$ cat src/hw/rtl/pirt_pkg.sv
// Package of the image range table: widths, codes and the types passed along the cell row.
package pirt_pkg;

	localparam int ENTRIES_DEF = 16;

	localparam int CMD_W  = 2;
	localparam int PID_W  = 32;
	localparam int ADDR_W = 64;
	localparam int SIZE_W = 32;
	localparam int TAG_W  = 16;
	localparam int STAT_W = 2;

	localparam logic [CMD_W-1:0] CMD_LOAD   = 2'd0;
	localparam logic [CMD_W-1:0] CMD_UNLOAD = 2'd1;
	localparam logic [CMD_W-1:0] CMD_FIND   = 2'd2;

	localparam logic [STAT_W-1:0] ST_OK   = 2'd0;
	localparam logic [STAT_W-1:0] ST_MISS = 2'd1;
	localparam logic [STAT_W-1:0] ST_FULL = 2'd2;

	typedef struct packed {
		logic              vld;
		logic [CMD_W-1:0]  cmd;
		logic [PID_W-1:0]  pid;
		logic [ADDR_W-1:0] addr;
		logic              match;
		logic              free;
		logic              best_hit;
		logic [ADDR_W-1:0] best_base;
		logic [SIZE_W-1:0] best_size;
		logic [TAG_W-1:0]  best_tag;
	} token_t;

	typedef struct packed {
		logic              load;
		logic              unload;
		logic              any_match;
		logic [PID_W-1:0]  pid;
		logic [ADDR_W-1:0] base;
		logic [SIZE_W-1:0] size;
		logic [TAG_W-1:0]  tag;
	} commit_t;

endpackage

$ cat src/hw/rtl/pirt_cell.sv
// One table cell: holds one image entry, updates the passing scan item and applies commits.
module pirt_cell (
	input  logic              clk,
	input  logic              arst_n,
	input  pirt_pkg::token_t  prev,
	output pirt_pkg::token_t  next,
	input  pirt_pkg::commit_t commit
);

	logic                          valid_q;
	logic [pirt_pkg::PID_W-1:0]    pid_q;
	logic [pirt_pkg::ADDR_W-1:0]   base_q;
	logic [pirt_pkg::SIZE_W-1:0]   size_q;
	logic [pirt_pkg::TAG_W-1:0]    tag_q;
	logic                          match_q;
	logic                          free_q;
	logic                          tok_vld_q;
	pirt_pkg::token_t              tok_q;
	pirt_pkg::token_t              upd;
	logic                          pid_hit;
	logic                          key_hit;
	logic                          cand;
	logic                          wr;

	always_comb begin
		pid_hit = valid_q && (pid_q == prev.pid);
		key_hit = pid_hit && (base_q == prev.addr);
		cand    = pid_hit && (base_q <= prev.addr) && (!prev.best_hit || base_q > prev.best_base);
		upd       = prev;
		upd.match = prev.match | key_hit;
		upd.free  = prev.free | !valid_q;
		if (cand) begin
			upd.best_hit  = 1'b1;
			upd.best_base = base_q;
			upd.best_size = size_q;
			upd.best_tag  = tag_q;
		end
	end

	assign wr = commit.load && (match_q || (!commit.any_match && free_q));

	always_ff @(posedge clk or negedge arst_n) begin
		if (!arst_n) begin
			valid_q   <= 1'b0;
			match_q   <= 1'b0;
			free_q    <= 1'b0;
			tok_vld_q <= 1'b0;
		end else begin
			tok_vld_q <= prev.vld;
			if (prev.vld) begin
				match_q <= key_hit && !prev.match;
				free_q  <= !valid_q && !prev.free;
			end
			if (wr) begin
				valid_q <= 1'b1;
			end else if (commit.unload && match_q) begin
				valid_q <= 1'b0;
			end
		end
	end

	always_ff @(posedge clk) begin
		if (prev.vld) begin
			tok_q <= upd;
		end
		if (wr) begin
			pid_q  <= commit.pid;
			base_q <= commit.base;
			size_q <= commit.size;
			tag_q  <= commit.tag;
		end
	end

	always_comb begin
		next     = tok_q;
		next.vld = tok_vld_q;
	end

endmodule

$ cat config.mk
export PLATFORM = sky130hd
export DESIGN_NAME = pirt_cell
export DESIGN_NICKNAME = d
export VERILOG_FILES = /design/src/hw/rtl/pirt_pkg.sv /design/src/hw/rtl/pirt_cell.sv
export SDC_FILE = /design/constraint.sdc
export NUM_CORES = 1
export LEC_CHECK = 0
export ABC_AREA = 1
export BUFFER_PORTS_ARGS = -buffer_cell sky130_fd_sc_hd__buf_2
export CORE_AREA = 2 2 225 227
export DETAILED_ROUTE_END_ITERATION = 8
export DIE_AREA = 0 0 227 229
export PLACE_DENSITY_LB_ADDON = 0.2
export SLEW_MARGIN = 20
export SYNTH_ARGS = -nofsm -noshare
export SYNTH_HDL_FRONTEND = slang
export SYNTH_SLANG_ARGS = --single-unit
$ cat constraint.sdc
create_clock -name clk -period 7.12 [get_ports clk]
set_input_delay 1.424 -clock clk [delete_from_list [all_inputs] [get_ports clk]]
set_output_delay 1.424 -clock clk [all_outputs]
set_load 0.005 [all_outputs]
==> impl_metrics.csv, run 1 <==
group,metric,value,unit
synth,synth_area,16860,sq um
sta,final.setup.worst_slack,2.728,ns
clock_network,clkSinkCount,361,
clock_network,postCtsSetupBuffers,0,
sta,fin_tns_setup,0,ns
global_routing,antenna_found_initial,21,
sta,holdWs,0.5354,ns
worst_setup_path,max_stage_delay,0.62,ns
floorplanning,num_rows,82,
worst_setup_path,critical_path.max_fanout,112,
route,drtAntennaViolNets,0,
sta,max_freq,227.7,MHz
global_routing,use_met1,0.2373,
floorplanning,dieWidth,227,um
clock_network,cts_buffer_depth,3,
worst_hold_path,min_path_cells,2,
worst_setup_path,rr_worst_depth,12,
clock_network,clockRootBuffer,"clkbuf_16",
route,via_per_inst,4.566,
placement,globalplace.congestion,0.8765,
sta,post-route-period-util,0.6168,
clock_network,clk_pin_slew_worst_paths,0.06,ns
placement,hpwlAfterDp,39850,um
finish,final_nets,2560,
worst_setup_path,reg2reg_from,"base_q[62]",
sta,fin_crit,4.392,ns
sta,grt_setup_unrepaired,"no",
placement,portBuffers,576,
global_routing,grt_max_degree,120,
synth,synth_edf_count,357,
global_routing,busiest_layer,"met2",
synth,seq_area_frac_synth,0.6416,
synth,yosysTopAreaCellShare,0.6357,
run_status,outcome,"complete, no violations",
floorplanning,die_h,229,um
synth,syn_avg_cell_area,11.40,sq um
pwr,p_leak,10.28,nW
clock_network,cts_buffers,43,
sta,relSlewSlack,0.2905,
worst_setup_path,critPathKind,"in -> reg",
synth,synth_ff_type,"edfxtp_1",
worst_setup_path,worstReg2RegEnd,"next[70]",
route,drt_iter0_markers,590,
pwr,vdd_drop_max,0.1982,mV
sta,tightest_slew,1.064,ns
placement,pre_cts_slack,1.992,ns
worst_setup_path,crit_required,7.43,ns
clock_network,cts_tree,"done",
placement,placed_cells,2696,
floorplanning,start_util,0.3396,
route,drc_errors,0,
worst_setup_path,critPathLaunchType,"input port",
global_routing,grt_pass1_wl,76530,um
synth,ys_top_cells_by_area,"edfxtp_1 (64%), ha_1 (9.5%), nand2_1 (8.0%)",
synth,synth_common_cells,"nand2_1 (359), edfxtp_1 (357), inv_1 (192)",
global_routing,use_met3,0.05016,
clock_network,cts_resized,0,
worst_setup_path,crit_family,"simple AND/OR/NAND/NOR gates",
sta,finalMaxSlewViolations,0,
route,routed_wl,52100,um
synth,ys_warn_count,0,
synth,synth.most_common_cell,"nand2_1",
clock_network,cts-htree-levels,2,
sta,final-setup-viol-count,0,
worst_hold_path,whs_endpoint,"free_q",
clock_network,clk_latency,0.57,ns
synth,synthDistinctLibCells,35,
global_routing,grtUsageMet2,0.3441,
worst_setup_path,cp.arrival,4.70,ns
synth,synth_top_area_cell,"edfxtp_1",
synth,syn_nets,1970,
synth,synth-seq-cells,361,
worst_setup_path,path_buf_inv,2,
clock_network,cts_hold_buf,0,
floorplanning,core-area,49660,sq um
worst_hold_path,min_path_type,"reg -> reg",
synth,syn_inst,1479,
global_routing,grt_pass1_vias,13037,
worst_setup_path,slowest_stage,"nand2_8",
finish,instances_no_fill,2786,
worst_setup_path,crit_path_end_kind,"flop",
route,wl_per_cell,18.70,um
sta,finalClockSkew,0.01940,ns
pwr,powerDensity,241.0,nW/um^2
global_routing,grt_usage,0.1967,
synth,async_reset_ff_frac,0.01108,
route,first_pass_iters,4,
route,vias,12721,
finish,drive_above_1_share,0.3424,
floorplanning,io_pins,577,
sta,finalHoldViolCount,0,
worst_setup_path,r2r_slack,3.28,ns
worst_setup_path,cpMostUsedCell,"nand2_1",
run,cap_viol_max_count,0,
finish,fillers,4826,
finish,areaGrowthSynthToFinish,30.01,%
global_routing,grt_overflow,0,
worst_hold_path,hold_start,"free_q",
worst_setup_path,path_cells,"buf_2, inv_1, ha_1, nand4_1, nor2_1, nand2_1, nor2_1, nand2_1, nand2_1, nand2_1, nand2_4, nand2_8, nand2_1, nand2_1",
floorplanning,dieArea,51980,sq um
## layer usage
| metal | wire (um) | part of all wire |
|---|---|---|
| met1 | 21170 | 0.41 |
| met3 | 3706 | 0.071 |
| met2 | 26060 | 0.50 |
| met5 | 87 | 0.0017 |
| met4 | 1078 | 0.021 |
## tightest hold or removal path, stage by stage (launching register included)
cell and delay, ns:
dfrtp_1 0.32, inv_1 0.04, o21ai_0 0.14
## cells by family after synthesis
| family | Yosys count | share of synthesized area |
|---|---|---|
| adders and majority gates | 128 | 0.09496 |
| xor gates and xnor gates | 9 | 0.004674 |
| and+or+nand+nor | 656 | 0.1713 |
| buffers and inverters | 234 | 0.05861 |
| AOI/OAI and AO/OA | 91 | 0.02886 |
| DFF | 361 | 0.6416 |
## cells in the final DEF, fill, tap and decap left out, types with 5 or more instances in the layout
cell type / Yosys / routed
clkbuf_1: 0 / 9
clkinvlp_4: 0 / 5
o21ai_0: 15 / 15
bufinv_16: 0 / 6
clkinv_1: 1 / 7
nand2_1: 359 / 358
nand2_2: 61 / 60
nand3_1: 132 / 132
xnor2_1: 6 / 6
nor3_1: 6 / 6
buf_4: 3 / 5
a21oi_1: 61 / 61
nand4_1: 15 / 15
o21a_1: 7 / 7
diode_2: 0 / 11
inv_1: 192 / 191
nor2_1: 68 / 68
buf_2: 25 / 575
clkbuf_16: 0 / 44
ha_1: 128 / 128
edfxtp_1: 357 / 357
## final cells by class
type,instances,area (sq um),share of cell area
flip-flops and latches,361,10820,0.4935
clock inverters,25,309.0,0.01409
inverters,197,744.5,0.03395
well taps,672,840.8,0.03835
multi-input cells,884,5085,0.2319
repair buffers,582,2950,0.1346
clock buffers,54,1149,0.05239
diodes,11,27.53,0.001255
## flip-flops by register name (all words and copies together) (netlist names)
register	flops
match_q	1
valid_q	1
size_q	32
free_q	1
base_q	64
next	213
tok_vld_q	1
tag_q	16
pid_q	32
## power by group
group | total [mW] | switching (mW) | internal [mW]
sequential | 2.51 | 0.0379 | 2.48
combinational | 0.498 | 0.285 | 0.213
clock | 2.27 | 0.904 | 1.37
## stage by stage
stage | instance area, sq um | total power [mW] | util
2_1_floorplan | 16860 | 2.744 | -
3_3_place_gp | 20440 | 3.055 | 0.4116
3_5_place_dp | 20440 | 3.064 | 0.4116
4_1_cts | 21900 | 5.354 | 0.4410
5_1_grt | 21910 | 5.499 | 0.4413
6_report | 21930 | 5.285 | 0.4415
## how the worst max path moves through the flow
stage                     slack [ns]         from   endpoint  cells past startpoint
after floorplan                 2.18  commit[144]  base_q[0]                      3
after global placement          2.00    prev[111]   next[69]                     14
after detailed placement        1.99    prev[111]   next[24]                     14
after CTS                       2.61    prev[111]   next[36]                     14
after global routing            2.26    prev[109]   next[65]                     14
final                           2.73    prev[110]   next[70]                     14
Power figures use the tool's default switching activity.
==> run 2: changes to the inputs <==
--- a/config.mk
+++ b/config.mk
@@ -7,9 +7,9 @@
 export LEC_CHECK = 0
 export ABC_AREA = 1
 export BUFFER_PORTS_ARGS = -buffer_cell sky130_fd_sc_hd__buf_2
-export CORE_AREA = 2 2 225 227
+export CORE_AREA = 2 2 227 229
 export DETAILED_ROUTE_END_ITERATION = 8
-export DIE_AREA = 0 0 227 229
+export DIE_AREA = 0 0 229 231
 export PLACE_DENSITY_LB_ADDON = 0.2
 export SLEW_MARGIN = 20
 export SYNTH_ARGS = -nofsm -noshare
==> constraint.sdc (replaced) <==
create_clock -name clk -period 4.35 [get_ports clk]
set_input_delay 0.87 -clock clk [delete_from_list [all_inputs] [get_ports clk]]
set_output_delay 0.87 -clock clk [all_outputs]
set_load 0.005 [all_outputs]
==> impl_metrics.csv, run 2 (synthesis gave the netlist of run 1 again) <==
group,metric,value,unit
placement,hpwlAfterDp,40640,um
route,met3_length,3862,um
clock_network,cts_tree,"done",
pwr,vdd_drop_max,0.3335,mV
route,via_per_inst,4.564,
floorplanning,io_pins,577,
global_routing,grt_max_degree,113,
clock_network,cts_resized,0,
sta,holdWs,0.1147,ns
clock_network,clkSinkCount,361,
worst_hold_path,min_path_type,"in -> async",
route,drt_iter0_markers,603,
sta,fin_crit,3.156,ns
worst_setup_path,critPathKind,"reg -> reg",
finish,final_nets,2570,
clock_network,postCtsSetupBuffers,0,
run,cap_viol_max_count,0,
sta,fin_tns_setup,0,ns
clock_network,clk_pin_slew_worst_paths,0.06,ns
worst_setup_path,critical_path.max_fanout,112,
worst_setup_path,crit_path_end_kind,"flop",
global_routing,grt_pass1_vias,13009,
clock_network,cts_buffers,43,
floorplanning,core-area,50680,sq um
floorplanning,num_rows,83,
clock_network,clockRootBuffer,"clkbuf_16",
worst_setup_path,crit_required,4.77,ns
finish,layout_common_cells,"buf_2 (575), nand2_1 (358), edfxtp_1 (357), inv_1 (191), nand3_1 (132)",
finish,largest_reg_flops,213,
sta,finalClockSkew,0.01897,ns
worst_setup_path,critPathLaunch,"base_q[55]",
finish,drive_above_1_share,0.3452,
clock_network,clk_latency,0.57,ns
pwr,powerDensity,386.9,nW/um^2
pwr,p_leak,10.33,nW
sta,finalMaxSlewViolations,0,
sta,tightest_slew,0.9988,ns
global_routing,grt_usage,0.1978,
sta,final-setup-viol-count,0,
route,wl_per_cell,19.08,um
sta,relSlewSlack,0.3341,
route,wl_met1,21910,um
global_routing,grt_overflow,0,
sta,max_freq,316.8,MHz
sta,finalHoldViolCount,0,
finish,fillers,4946,
route,wl_met2,26460,um
clock_network,cts-htree-levels,2,
floorplanning,dieWidth,229,um
finish,final_common_cell,"buf_2",
placement,portBuffers,576,
floorplanning,dieArea,52900,sq um
worst_setup_path,critPathLaunchType,"flop",
placement,globalplace.congestion,0.8450,
global_routing,grt_pass1_wl,78590,um
route,drc_errors,0,
route,routed_wl,53310,um
global_routing,antenna_found_initial,12,
floorplanning,die_h,231,um
sta,post-route-period-util,0.7256,
sta,grt_setup_unrepaired,"no",
clock_network,cts_buffer_depth,3,
route,drtAntennaViolNets,0,
route,top_layer,"met5",
worst_setup_path,reg2reg_from,"base_q[55]",
worst_setup_path,cp.arrival,3.58,ns
clock_network,cts_hold_buf,0,
route,vias,12753,
run_status,outcome,"complete, no violations",
floorplanning,start_util,0.3328,
finish,areaGrowthSynthToFinish,30.43,%
pwr,total_power,8.510,mW
route,first_pass_iters,5,
[run 2: changes by cell type in the layout (fill, tap and decap cells not counted), moves of 2 or more]
cell / change
bufinv_16: -3
diode_2: -6
buf_4: +3
clkinv_2: +3
inv_6: -2
buf_12: +7
clkbuf_1: -2
[run 2: power breakdown]
part	leakage (nW)	total (mW)	switching, mW	internal [mW]
sequential	3.44	4.12	0.0660	4.05
combinational	6.22	0.830	0.473	0.357
clock	0.666	3.56	1.47	2.10
[run 2: cell type report]
class                           instances  area (sq um)  share of cell area
Antenna cell                            5         12.51           0.0005688
Clock buffer                           54          1180             0.05364
Clock inverter                         21         191.4            0.008703
Inverter                              197         743.2             0.03379
Multi-Input combinational cell        884          5085              0.2312
Sequential cell                       361         10820              0.4919
Tap cell                              680         850.8             0.03868
Timing Repair Buffer                  592          3113              0.1415
[run 2: per-layer routing]
metal,global-route usage,up-vias
li1,-,6235
met1,0.2416,5990
met2,0.3460,448
met3,0.05422,68
met4,0.04850,12
met5,0,-
[run 2: worst max-delay path, cell delays in order, from the launching register on]
cell	delay [ns]
edfxtp_1	0.43
ha_1	0.33
nand2_1	0.09
nor4_1	0.41
nand2_1	0.14
nor2_1	0.29
nand2_1	0.10
nand2_1	0.06
nand2_1	0.11
nand2_4	0.13
buf_12	0.35
nand3_1	0.18
nand2_1	0.11
[run 2: worst paths after layout]
kind                            cells past startpoint  slack [ns]         to
worst min-delay path                                1        0.11    match_q
worst max-delay path                               12        1.19   next[18]
min in group clk                                    1        0.48  next[212]
worst min register to register                      3        0.53    valid_q
max in group asynchronous                           1        4.09     free_q
worst max register to register                     12        1.19   next[18]
[run 2: through the flow]
| step | util | instance area [sq um] | worst slack (ns) | cells |
|---|---|---|---|---|
| after global placement | 0.4067 | 20610 | 0.6316 | 2714 |
| after global routing | 0.4340 | 21990 | 0.9526 | 2793 |
| final | 0.4340 | 22000 | 1.194 | 2794 |
| after floorplan | - | 16870 | 0.7794 | 1479 |
| after detailed placement | 0.4067 | 20610 | 0.6100 | 2714 |
| after CTS | 0.4338 | 21980 | 1.155 | 2789 |
